## config.mk

```make
export PLATFORM = sky130hd
export DESIGN_NAME = bit_plane_led_frame_buffer
export DESIGN_NICKNAME = d
export VERILOG_FILES = /design/src/rtl/core/bpfb_pkg.sv /design/src/rtl/core/bpfb_ram.sv /design/src/rtl/core/bit_plane_led_frame_buffer.sv
export SDC_FILE = /design/constraint.sdc
export NUM_CORES = 1
export LEC_CHECK = 0
export BUFFER_PORTS_ARGS = -buffer_cell sky130_fd_sc_hd__buf_4
export CORE_MARGIN = 4
export CORE_UTILIZATION = 40
export CTS_CLUSTER_DIAMETER = 200
export DETAILED_ROUTE_END_ITERATION = 8
export SLEW_MARGIN = 20
export SYNTH_ARGS = -nofsm -noshare
export SYNTH_HDL_FRONTEND = slang
export SYNTH_HIERARCHICAL = 1
export SYNTH_SLANG_ARGS = --single-unit
export TNS_END_PERCENT = 30
```

## constraint.sdc

```tcl
create_clock -name clk -period 9.75 [get_ports clk]
set_clock_uncertainty 0.2 [all_clocks]
set_input_delay 1.4625 -clock clk [delete_from_list [all_inputs] [get_ports clk]]
set_output_delay 1.4625 -clock clk [all_outputs]
set_load 0.01 [all_outputs]
```

## src/rtl/core/bpfb_pkg.sv

```systemverilog
// shared constants, types and lookup tables of the bit-plane led frame buffer
package bpfb_pkg;

    // matrix geometry
    localparam int COLS   = 16;
    localparam int ROWS   = 16;
    localparam int PLANES = 3;

    // derived sizes
    localparam int DEPTH = PLANES * ROWS;
    localparam int AW    = (DEPTH > 1) ? $clog2(DEPTH) : 1;
    localparam int CNTW  = $clog2(DEPTH + 1);
    localparam int CW    = $clog2(COLS);
    localparam int RW    = (ROWS > 1) ? $clog2(ROWS) : 1;
    localparam int PW    = $clog2(PLANES + 1);

    // command codes
    localparam logic [1:0] CMD_CLEAR = 2'd0;
    localparam logic [1:0] CMD_SET   = 2'd1;
    localparam logic [1:0] CMD_SHIFT = 2'd2;
    localparam logic [1:0] CMD_GET   = 2'd3;

    typedef logic [CW-1:0] col_lut_t [256];
    typedef logic [RW-1:0] row_lut_t [256];

    // coordinate wrap tables, built with a wrapping counter
    function automatic col_lut_t build_col_lut();
        col_lut_t t;
        int c;
        c = 0;
        for (int i = 0; i < 256; i++)
        begin
            t[i] = CW'(c);
            c = c + 1;
            if (c == COLS)
                c = 0;
        end
        return t;
    endfunction

    function automatic row_lut_t build_row_lut();
        row_lut_t t;
        int r;
        r = 0;
        for (int i = 0; i < 256; i++)
        begin
            t[i] = RW'(r);
            r = r + 1;
            if (r == ROWS)
                r = 0;
        end
        return t;
    endfunction

    localparam col_lut_t COL_LUT = build_col_lut();
    localparam row_lut_t ROW_LUT = build_row_lut();

endpackage

```

## src/rtl/core/bpfb_ram.sv

```systemverilog
// generic simple dual-port ram with registered read
module bpfb_ram #(
    parameter int WIDTH = 16,
    parameter int DEPTH = 48
) (
    input  logic                             clk,
    input  logic                             we,
    input  logic [$clog2(DEPTH > 1 ? DEPTH : 2)-1:0] waddr,
    input  logic [WIDTH-1:0]                 wdata,
    input  logic [$clog2(DEPTH > 1 ? DEPTH : 2)-1:0] raddr,
    output logic [WIDTH-1:0]                 rdata
);

    logic [WIDTH-1:0] mem [DEPTH];

    // write port and registered read port
    always_ff @(posedge clk)
    begin
        if (we)
            mem[waddr] <= wdata;
        rdata <= mem[raddr];
    end

endmodule

```

## src/rtl/core/bit_plane_led_frame_buffer.sv

```systemverilog
// top level of the bit-plane led frame buffer
//
// Usage: present command, x_coord, y_coord and level with start high; the
// transfer happens at a rising edge where start is high and busy is low.
// Every command produces exactly one result: done is high for one cycle with
// pixel_lit and out_of_range valid in that cycle. The receiver cannot stall,
// so done is a plain one-cycle strobe and is never held.
// The frame store is one ram of PLANES*ROWS rows by COLS bits, one row per
// plane and matrix row; every command works through its single read and
// single write port. Steps of each command from transfer to done:
//   clear : one row written per cycle
//   set   : read then write back per plane
//   shift : read and write pipelined one row apart
//   get   : one plane-0 row read
// busy stays high from the transfer until done; a new command may be taken
// in the cycle in which done is high.
// Reset clears one valid flag per store row at once; a row whose flag is
// clear reads as all dark, so no clearing pass follows reset.
module bit_plane_led_frame_buffer
    import bpfb_pkg::*;
(
    input  logic       clk,
    input  logic       rst_n,
    input  logic       start,
    output logic       busy,
    input  logic [1:0] command,
    input  logic [7:0] x_coord,
    input  logic [7:0] y_coord,
    input  logic [7:0] level,
    output logic       done,
    output logic       pixel_lit,
    output logic       out_of_range
);

    // sequencer states
    localparam logic [2:0] ST_IDLE    = 3'd0;
    localparam logic [2:0] ST_CLEAR   = 3'd1;
    localparam logic [2:0] ST_SET_RD  = 3'd2;
    localparam logic [2:0] ST_SET_WR  = 3'd3;
    localparam logic [2:0] ST_SHIFT   = 3'd4;
    localparam logic [2:0] ST_GET_RD  = 3'd5;
    localparam logic [2:0] ST_GET_OUT = 3'd6;

    localparam logic [AW-1:0]   ROWS_A    = AW'(ROWS);
    localparam logic [CNTW-1:0] DEPTH_C   = CNTW'(DEPTH);
    localparam logic [CNTW-1:0] LAST_C    = CNTW'(DEPTH - 1);
    localparam logic [RW-1:0]   LAST_ROW  = RW'(ROWS - 1);
    localparam logic [PW-1:0]   PLANES_P  = PW'(PLANES);
    localparam logic [PW-1:0]   LAST_PL   = PW'(PLANES - 1);
    localparam logic [7:0]      COLS_B    = 8'(COLS);
    localparam logic [7:0]      ROWS_B    = 8'(ROWS);

    logic [2:0]       state_reg, state_next;
    logic [CNTW-1:0]  cnt_reg, cnt_next;
    logic [RW-1:0]    row_cnt_reg, row_cnt_next;
    logic [PW-1:0]    plane_reg, plane_next;
    logic [PW-1:0]    lit_lvl_reg, lit_lvl_next;
    logic [AW-1:0]    addr_reg, addr_next;
    logic [AW-1:0]    wr_addr_reg;
    logic [CW-1:0]    col_reg, col_next;
    logic [7:0]       x_reg, x_next;
    logic [7:0]       y_reg, y_next;
    logic [DEPTH-1:0] valid_reg;
    logic             rd_valid_reg;
    logic             done_reg, done_next;
    logic             lit_reg, lit_next;
    logic             oor_reg, oor_next;

    logic             ram_we;
    logic [AW-1:0]    ram_waddr;
    logic [COLS-1:0]  ram_wdata;
    logic [AW-1:0]    ram_raddr;
    logic [COLS-1:0]  ram_rdata;
    logic [COLS-1:0]  row_data;
    logic [COLS-1:0]  set_data;
    logic             get_oor;
    logic             accept;

    assign accept = start && (state_reg == ST_IDLE);
    assign busy   = (state_reg != ST_IDLE);

    // row as stored, dark when never written since reset
    assign row_data = rd_valid_reg ? ram_rdata : '0;

    // set: force the pixel bit for the current plane
    always_comb
    begin
        set_data          = row_data;
        set_data[col_reg] = (plane_reg < lit_lvl_reg);
    end

    assign get_oor = (x_reg >= COLS_B) || (y_reg >= ROWS_B);

    // frame store
    bpfb_ram #(
        .WIDTH (COLS),
        .DEPTH (DEPTH)
    ) u_store (
        .clk   (clk),
        .we    (ram_we),
        .waddr (ram_waddr),
        .wdata (ram_wdata),
        .raddr (ram_raddr),
        .rdata (ram_rdata)
    );

    // sequencer and memory port control
    always_comb
    begin
        state_next   = state_reg;
        cnt_next     = cnt_reg;
        row_cnt_next = row_cnt_reg;
        plane_next   = plane_reg;
        lit_lvl_next = lit_lvl_reg;
        addr_next    = addr_reg;
        col_next     = col_reg;
        x_next       = x_reg;
        y_next       = y_reg;
        done_next    = 1'b0;
        lit_next     = 1'b0;
        oor_next     = 1'b0;
        ram_we       = 1'b0;
        ram_waddr    = addr_reg;
        ram_wdata    = set_data;
        ram_raddr    = addr_reg;

        case (state_reg)
            ST_IDLE:
            begin
                if (start)
                begin
                    x_next       = x_coord;
                    y_next       = y_coord;
                    col_next     = COL_LUT[x_coord];
                    addr_next    = AW'(ROW_LUT[y_coord]);
                    lit_lvl_next = (level > 8'(PLANES)) ? PLANES_P : PW'(level);
                    cnt_next     = '0;
                    row_cnt_next = '0;
                    plane_next   = '0;
                    case (command)
                        CMD_CLEAR: state_next = ST_CLEAR;
                        CMD_SET:   state_next = ST_SET_RD;
                        CMD_SHIFT: state_next = ST_SHIFT;
                        CMD_GET:   state_next = ST_GET_RD;
                        default:   state_next = ST_IDLE;
                    endcase
                end
            end

            ST_CLEAR:
            begin
                ram_we    = 1'b1;
                ram_waddr = cnt_reg[AW-1:0];
                ram_wdata = (plane_reg < lit_lvl_reg) ? '1 : '0;
                cnt_next  = cnt_reg + 1'b1;
                if (row_cnt_reg == LAST_ROW)
                begin
                    row_cnt_next = '0;
                    plane_next   = plane_reg + 1'b1;
                end
                else
                begin
                    row_cnt_next = row_cnt_reg + 1'b1;
                end
                if (cnt_reg == LAST_C)
                begin
                    state_next = ST_IDLE;
                    done_next  = 1'b1;
                end
            end

            ST_SET_RD:
            begin
                ram_raddr  = addr_reg;
                state_next = ST_SET_WR;
            end

            ST_SET_WR:
            begin
                ram_we    = 1'b1;
                ram_waddr = addr_reg;
                ram_wdata = set_data;
                if (plane_reg == LAST_PL)
                begin
                    state_next = ST_IDLE;
                    done_next  = 1'b1;
                end
                else
                begin
                    plane_next = plane_reg + 1'b1;
                    addr_next  = addr_reg + ROWS_A;
                    state_next = ST_SET_RD;
                end
            end

            ST_SHIFT:
            begin
                // read row k while writing row k-1 back shifted
                ram_raddr = (cnt_reg < DEPTH_C) ? cnt_reg[AW-1:0] : '0;
                ram_we    = (cnt_reg != '0);
                ram_waddr = wr_addr_reg;
                ram_wdata = row_data >> 1;
                cnt_next  = cnt_reg + 1'b1;
                if (cnt_reg == DEPTH_C)
                begin
                    state_next = ST_IDLE;
                    done_next  = 1'b1;
                end
            end

            ST_GET_RD:
            begin
                ram_raddr  = get_oor ? '0 : AW'(y_reg);
                state_next = ST_GET_OUT;
            end

            ST_GET_OUT:
            begin
                oor_next   = get_oor;
                lit_next   = get_oor ? 1'b0 : row_data[x_reg[CW-1:0]];
                done_next  = 1'b1;
                state_next = ST_IDLE;
            end

            default:
            begin
                state_next = ST_IDLE;
            end
        endcase
    end

    // control registers
    always_ff @(posedge clk or negedge rst_n)
    begin
        if (!rst_n)
        begin
            state_reg <= ST_IDLE;
            valid_reg <= '0;
            done_reg  <= 1'b0;
            lit_reg   <= 1'b0;
            oor_reg   <= 1'b0;
        end
        else
        begin
            state_reg <= state_next;
            done_reg  <= done_next;
            lit_reg   <= lit_next;
            oor_reg   <= oor_next;
            if (ram_we)
                valid_reg[ram_waddr] <= 1'b1;
        end
    end

    // working registers
    always_ff @(posedge clk)
    begin
        cnt_reg      <= cnt_next;
        row_cnt_reg  <= row_cnt_next;
        plane_reg    <= plane_next;
        lit_lvl_reg  <= lit_lvl_next;
        addr_reg     <= addr_next;
        col_reg      <= col_next;
        x_reg        <= x_next;
        y_reg        <= y_next;
        wr_addr_reg  <= ram_raddr;
        rd_valid_reg <= valid_reg[ram_raddr];
    end

    assign done         = done_reg;
    assign pixel_lit    = lit_reg;
    assign out_of_range = oor_reg;

    // every transfer starts a command
    a_accept_busy: assert property (@(posedge clk) disable iff (!rst_n)
        accept |=> busy)
        else $error("command transfer did not start the sequencer");

    // a command ends only with its result
    a_end_done: assert property (@(posedge clk) disable iff (!rst_n)
        $fell(busy) |-> done)
        else $error("sequencer went idle without a result");

    // results appear only when idle
    a_done_idle: assert property (@(posedge clk) disable iff (!rst_n)
        done |-> !busy)
        else $error("result strobe while busy");

    // flags come only with a result, and out of range never lights a pixel
    a_flags: assert property (@(posedge clk) disable iff (!rst_n)
        (pixel_lit || out_of_range) |-> (done && !(pixel_lit && out_of_range)))
        else $error("result flags outside a result or both set");

endmodule

```

### Word-level counts from Yosys, hierarchy flattened

Memories as Yosys holds them, arrays and structs flattened. A register that Yosys moved wholly into a read port is not among the register bits.
Index checks and enable logic that the tools add are counted.

* memories kept: 3
* input bits: 29
* logic and storage cells: 119
* output and inout bits: 4
* register bits: 97
* memory bits (writable): 768
* memory bits (read-only): 2048

* $add $sub $neg: 4
* $lt $le $gt $ge: 12
* reduce and logical (&&, ||, !) cells: 19
* eq/ne operators: 18
* bitwise logic cells: 3
* mux-type cells: 46

Memories
* (name not given): words 256, bits a word 4, read ports 1, clocked after memory_dff 0, write ports 0, RTL line bit_plane_led_frame_buffer.sv:135 `addr_next = AW'(ROW_LUT[y_coord]);`
* (name not given): words 256, bits a word 4, read ports 1, clocked after memory_dff 1, write ports 0, RTL line bit_plane_led_frame_buffer.sv:134 `col_next = COL_LUT[x_coord];`
* u_store.mem: words 48, bits a word 16, read ports 1, clocked after memory_dff 1, write ports 1, RTL line bpfb_ram.sv:14 `logic [WIDTH-1:0] mem [DEPTH];`

Operators by type and width (number)
* $or A48 B48 Y48: 1
* $pmux W6 S2: 4
* $mux W16: 2
* $pmux W16 S2: 1
* $mux W6: 5
* $not A8 Y9: 2
* $pmux W3 S6: 1
* $bwmux W16: 1
* $ge A8 B5 Y1 const B: 2
* $mux W4: 4
* $lt A6 B7 Y1 const B: 2
* $eq A6 B6 Y1 const B: 2
* $mux W1: 12
* $pmux W3 S4: 1
* $lt A4 B5 Y1 const B: 2
* $ne A2 B2 Y1 const B: 5
* $eq A3 B3 Y1 const B: 3
* $ge A9 B9 Y1 const B: 1
* $mux W3: 3
* $gt A8 B2 Y1 const B: 1
* $mux W2: 4
* $pmux W4 S2: 1
* $add A6 B1 Y6 const B: 1
* $add A6 B5 Y6 const B: 1
* other kinds (29): 40

### Depth between registers and ports, before layout

Gate-level depths: netlist of run 1.

* depth in word-level cells: 7
* depth in mapped cells: 14
* mapped depth without buffers: 10

### Hierarchy

The synthesis of run 1 kept the hierarchy.

Modules (own cells, without submodules)
* bpfb_ram: seq. area each 23382.4 um^2, cells an instance 1499, times used 1, area each 30300.3 um^2
* bit_plane_led_frame_buffer: seq. area each 2572.5 um^2, cells an instance 490, times used 1, area each 5141.2 um^2

### Worst setup path before layout of run 1

OpenSTA, ideal clock, no wires.

* path kind: flip-flop to flip-flop
* start point: register state_reg[1]
* end point: memory u_store.mem[0][11], data pin
* path slack: 4.758 ns
* data required time: 8.738 ns
* period minus slack after synthesis: 4.992 ns
* arrival: 3.980 ns
* path buffers: 1
* stages on the path, launching flop included: 4
* library setup time: 0.812 ns
* cell sequence: dfrtp_1 > nand2b_1 > clkbuf_1 > o311ai_0

* word-level cells in the longest chain between the ends: 2
* elaborated cells between the ends (all ways): 3
* classes of those cells: 2 x eq/ne; 1 x mux

Ends and longest elaborated chain
* start, declared: RTL line bit_plane_led_frame_buffer.sv:53 `logic [2:0] state_reg, state_next;`
* start signal, assigned: RTL line bit_plane_led_frame_buffer.sv:245 `state_reg <= state_next;`
* $eq A3 B3 Y1 or $eq A3 B1 Y1 (tied branches): RTL line bit_plane_led_frame_buffer.sv:127 `case (state_reg)`
* $pmux W16 S2 (*): RTL line bit_plane_led_frame_buffer.sv:127
* via ram_wdata[11]: RTL line bit_plane_led_frame_buffer.sv:71 `logic [COLS-1:0] ram_wdata;`
* end, declared: RTL line bpfb_ram.sv:14

Mark *: on every way through the listed nets, which the timed path passes. The rest lies on a longest branch.

### Final worst setup path of run 1

* start point: register state_reg[0]
* end point: register u_store.rdata[13] (read register of u_store.mem)

* word-level cells in the longest chain between the ends: 2
* elaborated cells between the ends (all ways): 3
* classes of those cells: 2 x eq/ne; 1 x mux

Ends and longest elaborated chain
* $eq A3 B3 Y1: RTL line bit_plane_led_frame_buffer.sv:127
* $pmux W6 S2 (*): RTL line bit_plane_led_frame_buffer.sv:127
* via ram_raddr[1]: RTL line bit_plane_led_frame_buffer.sv:72 `logic [AW-1:0] ram_raddr;`
* end, declared: RTL line bpfb_ram.sv:11 `output logic [WIDTH-1:0] rdata`

Marked as above.
A chain may end at the register's enable or synchronous reset.

==> flow_summary_export.csv, run 1 <==
group,metric,value,unit
timing,worst_pin_slew,1.10,ns
synth,synth-edff-count,804,
die,io_pins,33,
synth,synth_cells,1989,
timing,rsz0062_at_grt,"false",
clock_tree,holdBufCountCts,0,
clock_tree,cts_buffer_depth,3,
place,portBuffers,32,
critical_path,cp.required,10.04,ns
place,globalplace.congestion,0.833,
clock_tree,htreeDepth,3,
timing,maxSlewHeadroom,26.4,%
global_routing,grt_busiest_layer,"met2",
synth,synth_area_per_cell,17.8,sq um
timing,fmax,0.187,GHz
finish,area_growth_syn_to_layout,13.2,%
detailed_routing,drt-initial-drc-count,2064,
clock_tree,insertion_delay,0.65,ns
synth,synthFlopType,"edfxtp_1",
timing,slew_violations,0,
global_routing,grt_usage,18.1,%
detailed_routing,vias,18900,
finish,utilization,46.0,%
finish,drive_above_1_share,17.2,%
power_and_ir_drop,cellPowerDensity,361,nW/um^2
critical_path,endpoint_kind,"flop",
detailed_routing,firstDrtPassIters,5,
clock_tree,path_clk_slew,0.06,ns
global_routing,antenna_found_initial,0,
critical_path,start_kind,"flop",
place,dp_hpwl,51800,um
min_path,hold_path_class,"flop to flop",
global_routing,grt_pass1_vias,18800,
die,rows,108,
finish,fillers,7440,
global_routing,grt_use_met3,3.13,%
clock_tree,cts_root_buffer,"clkbuf_16",
detailed_routing,wl_per_cell,26.0,um
clock_tree,cts.sink_count,881,
die,die_h,306,um
synth,ys_seq_elements,881,
synth,netlist_area,35400,sq um
detailed_routing,postRouteAntennaNets,0,
global_routing,grt_first_pass_wirelength,127000,um
detailed_routing,drt-total-wl,86000,um
run_status,status,"finished clean",
timing,fin_crit_sh,54.9,%
clock_tree,cts_setup_buffers,0,
synth,async_reset_ff_share,6.13,%
clock_tree,cts_resized,0,
finish,regArea,26000,sq um
finish,nets,2117,
synth,syn_nets,2026,
die,start_util,40.6,%
timing,finalHoldViolCount,0,
power_and_ir_drop,leakage,0.0136,uW
global_routing,use_met2,28.2,%
job,maxCapViolations,0,
timing,fin_crit,5.35,ns
finish,largest_reg_flops,768,
finish,instances_no_fill,3306,
synth,ys_warn_count,6,
power_and_ir_drop,vdd_drop_max,0.227,mV
critical_path,cp_max_fo,67,
global_routing,met1_usage,26.6,%
clock_tree,cts_buffers,90,
synth,synth_cell_types,62,
critical_path,path_class,"flop to flop",
global_routing,grt_max_degree,79,
place,dp_cells,3143,
detailed_routing,drc,0,
global_routing,grt-ovfl-total,0,
die,core-area,87300,sq um
die,die_area,93400,sq um
detailed_routing,routed_via_density,5.71,
clock_tree,tritoncts,"done",
timing,setup_viol,0,
timing,setup_tns,0,ns
synth,seq_area_frac_synth,73.2,%
die,fp.dieW,306,um
finish,multi_input_area,8860,sq um
critical_path,arrival,5.65,ns
==> critical path, cell delays in order (launching register included) <==
cell	delay, ns
dfrtp_1	0.62
nor3b_4	0.84
a32o_1	0.30
a21oi_2	0.08
inv_2	0.21
buf_4	0.78
and2_2	0.29
buf_4	0.35
buf_4	0.51
a22o_1	0.21
a221oi_1	0.05
o22ai_1	0.46
o41ai_2	0.14
==> kinds of logic (layout without fill, tap and decap cells) <==
| kind of cell | Yosys count | after routing | synth area share [%] |
|---|---|---|---|
| DFF | 881 | 881 | 73.2 |
| muxes | 375 | 375 | 13.5 |
| AOI/OAI and AO/OA | 325 | 325 | 7.37 |
| and+or+nand+nor | 260 | 260 | 3.39 |
| buffers and inverters | 133 | 294 | 2.05 |
| adders and majority gates | 8 | 8 | 0.282 |
| xor gates and xnor gates | 7 | 7 | 0.173 |
| other | 0 | 1 | 0 |
==> synthesized netlist by cell type (11+ instances only) <==
| cell type | number | area, sq um |
|---|---|---|
| o22ai_1 | 18 | 113 |
| a21oi_1 | 43 | 215 |
| nor2b_1 | 15 | 93.8 |
| clkbuf_1 | 48 | 180 |
| buf_4 | 16 | 120 |
| edfxtp_1 | 804 | 24100 |
| buf_6 | 19 | 214 |
| mux4_2 | 82 | 1850 |
| a221oi_1 | 34 | 298 |
| o41ai_2 | 16 | 260 |
| nand3_1 | 13 | 65.1 |
| nand2_1 | 71 | 267 |
| nor2_1 | 97 | 364 |
| nand2b_1 | 13 | 81.3 |
| and2_1 | 14 | 87.6 |
| inv_1 | 15 | 56.3 |
| dfxtp_1 | 23 | 460 |
| a22o_1 | 32 | 280 |
| a221o_1 | 11 | 110 |
| nor3_1 | 12 | 60.1 |
| o21bai_1 | 48 | 360 |
| dfrtp_1 | 54 | 1350 |
| buf_2 | 21 | 105 |
| a22oi_1 | 71 | 533 |
| mux2i_1 | 292 | 2920 |
==> final timing paths <==
check / from / end / slack [ns] / cells after the start
max reg2reg: state_reg[0] / u_store/rdata[13] / 4.40 / 12
min in group asynchronous: rst_n / done / 0.66 / 1
max in group asynchronous: rst_n / valid_reg[3] / 8.22 / 1
min reg2reg: valid_reg[23] / valid_reg[23] / 0.27 / 1
min: valid_reg[23] / valid_reg[23] / 0.27 / 1
max: state_reg[0] / u_store/rdata[13] / 4.40 / 12
==> routing by layer <==
metal	up-vias	part of all wire, %
li1	8207	-
met1	9842	44
met2	701	46
met3	141	6.7
met4	0	2.5
met5	-	0
==> per-stage QoR <==
step | cell area [sq um] | total power, uW | hold WS (ns) | setup WS (ns)
3_5_place_dp | 37200 | 11200 | 0.262 | 4.30
6_report | 40100 | 14500 | 0.272 | 4.40
3_3_place_gp | 37200 | 11000 | 0.257 | 4.44
5_1_grt | 40100 | 15100 | 0.283 | 4.14
2_1_floorplan | 35400 | 9250 | 0.242 | 4.76
4_1_cts | 40100 | 14600 | 0.276 | 4.27
==> power by group <==
part	switching (uW)	internal [uW]
logic	3670	1870
registers	236	5300
clock network	1400	2030
==> cells in the final DEF (no fill, tap or decap), drive strengths merged, types with 3 or more instances in the layout <==
master and instances:
ha 8, o21ai 6, o21bai 48, a22oi 71, nor2b 15, or2 4, a221o 11, nand4 5
clkbuf 105, o211ai 7, nor3 12, nor4 3, a21oi 45, clkinv 39, o41ai 21, edfxtp 804
mux2i 292, nand2 71, dfrtp 54, a22o 32, and2 15, a221oi 39, nand2b 13, buf 113
dfxtp 23, o311ai 5, o31ai 8, xnor2 5, mux4 82, bufinv 12, a32oi 5, nor2 98
inv 24, nand3 13, o22ai 18
==> cell type report <==
cell class | count | share of cell area [%]
multi-input combinational | 975 | 22.1
tap | 1155 | 3.60
timing repair buffer | 113 | 2.12
antenna | 1 | 0.00624
inverter | 19 | 0.196
clock inverter | 57 | 1.52
clock buffer | 105 | 5.81
sequential | 881 | 64.7
(Power assumes the default switching activity.)
==> run 2, diff against run 1 <==
- clock period: 9.75 -> 5.4 ns (I/O delays scaled with it)
==> run 2 against run 1 <==
Effect of this change:
- fmax rose by 21%
- hold slack lost 0.24 ns
- sequential power grew 81%
- critical path depth shrank 2
- largest power group unchanged
- highest routed layer unchanged
==> flow_summary_export.csv, run 2 (synthesized netlist as in run 1, its figures left out) <==
group,metric,value,unit
timing,finalHoldViolCount,0,
global_routing,grt_usage,18.5,%
critical_path,crit_top_cell,"mux4_2",
timing,slew_violations,0,
global_routing,grt_pass1_vias,19000,
timing,rsz0062_at_grt,"false",
run_status,status,"finished clean",
clock_tree,cts_buffer_depth,3,
critical_path,arrival,4.73,ns
power_and_ir_drop,leakage,0.0137,uW
global_routing,grt-ovfl-total,0,
die,core-area,87300,sq um
critical_path,path_depth,10,
place,globalplace.congestion,0.829,
detailed_routing,postRouteAntennaNets,0,
critical_path,r2r_slack,0.98,ns
power_and_ir_drop,vdd_drop_max,0.493,mV
clock_tree,insertion_delay,0.65,ns
clock_tree,cts_setup_buffers,0,
finish,nets,2135,
critical_path,cp.required,5.70,ns
detailed_routing,drt-total-wl,87600,um
finish,multi_input_area,8860,sq um
critical_path,timing.critical_path.to,"u_store/rdata[11]",
finish,utilization,46.2,%
critical_path,cp_max_fo,65,
detailed_routing,drt-initial-drc-count,1871,
clock_tree,cts_resized,0,
detailed_routing,vias,18900,
timing,maxSlewHeadroom,31.6,%
detailed_routing,drc,0,
timing,worst_pin_slew,1.03,ns
place,portBuffers,32,
clock_tree,path_clk_slew,0.06,ns
job,maxCapViolations,0,
critical_path,crit_chain,"nor2b_1, and4_1, a32o_1, a21oi_2, inv_2, buf_4, mux4_2, mux4_2, nand2_1, o41ai_2",
critical_path,path_class,"flop to flop",
die,die_area,93400,sq um
critical_path,cp_num_buf_inv,2,
timing,fin_crit,4.42,ns
finish,layout_commonest_cell,"edfxtp_1",
critical_path,endpoint_kind,"flop",
die,die_h,306,um
critical_path,cp_top_family,"buffers and inverters",
clock_tree,htreeDepth,3,
detailed_routing,routed_via_density,5.68,
critical_path,start_kind,"flop",
clock_tree,tritoncts,"done",
critical_path,worst_path_max_delay_cell,"dfrtp_1",
timing,fmax,0.226,GHz
finish,regArea,26000,sq um
timing,setup_tns,0,ns
critical_path,slowest_delay,0.80,ns
clock_tree,cts.sink_count,881,
critical_path,ff2ff_path_depth,10,
critical_path,r2r-end,"u_store/rdata[11]",
power_and_ir_drop,cellPowerDensity,650,nW/um^2
timing,setup_viol,0,
detailed_routing,wl_per_cell,26.3,um
critical_path,critical_path.startpoint,"state_reg[0]",
place,dp_hpwl,52800,um
die,io_pins,33,
finish,layout_common_cells,"edfxtp_1 (804), mux2i_1 (292), buf_4 (120)",
finish,area_growth_syn_to_layout,13.8,%
clock_tree,cts_buffers,93,
finish,largest_reg_flops,768,
finish,fillers,7444,
global_routing,grt_first_pass_wirelength,129000,um
finish,drive_above_1_share,18.0,%
die,start_util,40.6,%
critical_path,r2r-start,"state_reg[0]",
die,rows,108,
global_routing,grt_max_degree,66,
timing,fin_crit_sh,81.9,%
global_routing,antenna_found_initial,0,
clock_tree,holdBufCountCts,0,
die,fp.dieW,306,um
detailed_routing,firstDrtPassIters,6,
min_path,hold_path_class,"input port to asynchronous set/reset pin",
clock_tree,cts_root_buffer,"clkbuf_16",
-- run 2: area by class of cell --
type	instances	area share [%]
clock buffer	121	6.13
sequential	881	64.3
tap	1155	3.58
clock inverter	53	1.16
timing repair buffer	128	2.63
inverter	19	0.195
antenna	1	0.00620
multi-input combinational	975	22.0
-- run 2: worst min-delay path by stage --
stage | slack (ns) | start | end
3_3_place_gp | 0.26 | valid_reg[18] | valid_reg[18]
6_report | 0.03 | rst_n | done
4_1_cts | 0.005 | rst_n | done
3_5_place_dp | 0.26 | valid_reg[10] | valid_reg[10]
5_1_grt | 0.05 | rst_n | done
2_1_floorplan | 0.24 | valid_reg[0] | valid_reg[0]
-- run 2: through the flow --
| stage | cell area, sq um | instances | power (uW) | setup slack (ns) | hold WS [ns] |
|---|---|---|---|---|---|
| floorplan | 35400 | 1989 | 16700 | 0.408 | 0.242 |
| global placement | 37400 | 3158 | 20000 | 1.02 | 0.257 |
| detailed placement | 37400 | 3158 | 20300 | 0.983 | 0.261 |
| CTS | 40300 | 3332 | 26400 | 0.986 | 0.00491 |
| global route | 40300 | 3332 | 27400 | 0.652 | 0.0537 |
| finish | 40300 | 3333 | 26200 | 0.976 | 0.0286 |
-- run 2: per-layer routing --
layer  GRT usage (%)  share of wire [%]  routed length, um
met5               0                  0                  0
met4            6.26                3.0               2590
met3            4.94                8.3               7260
met2            29.7                 47              41500
met1            24.7                 41              36200
-- run 2: where the power goes --
group / leakage (uW) / switching (uW) / internal, uW
combinational: 0.00399 / 6580 / 3520
sequential: 0.00827 / 448 / 9560
clock: 0.00142 / 2620 / 3490
total: 0.0137 / 9650 / 16600
-- run 2: worst register-to-register path, stage by stage, from the launching register on --
cell and delay, ns:
dfrtp_1 0.80, nor2b_1 0.30, and4_1 0.31, a32o_1 0.16, a21oi_2 0.08, inv_2 0.25
buf_4 0.75, mux4_2 0.52, mux4_2 0.50, nand2_1 0.30, o41ai_2 0.13
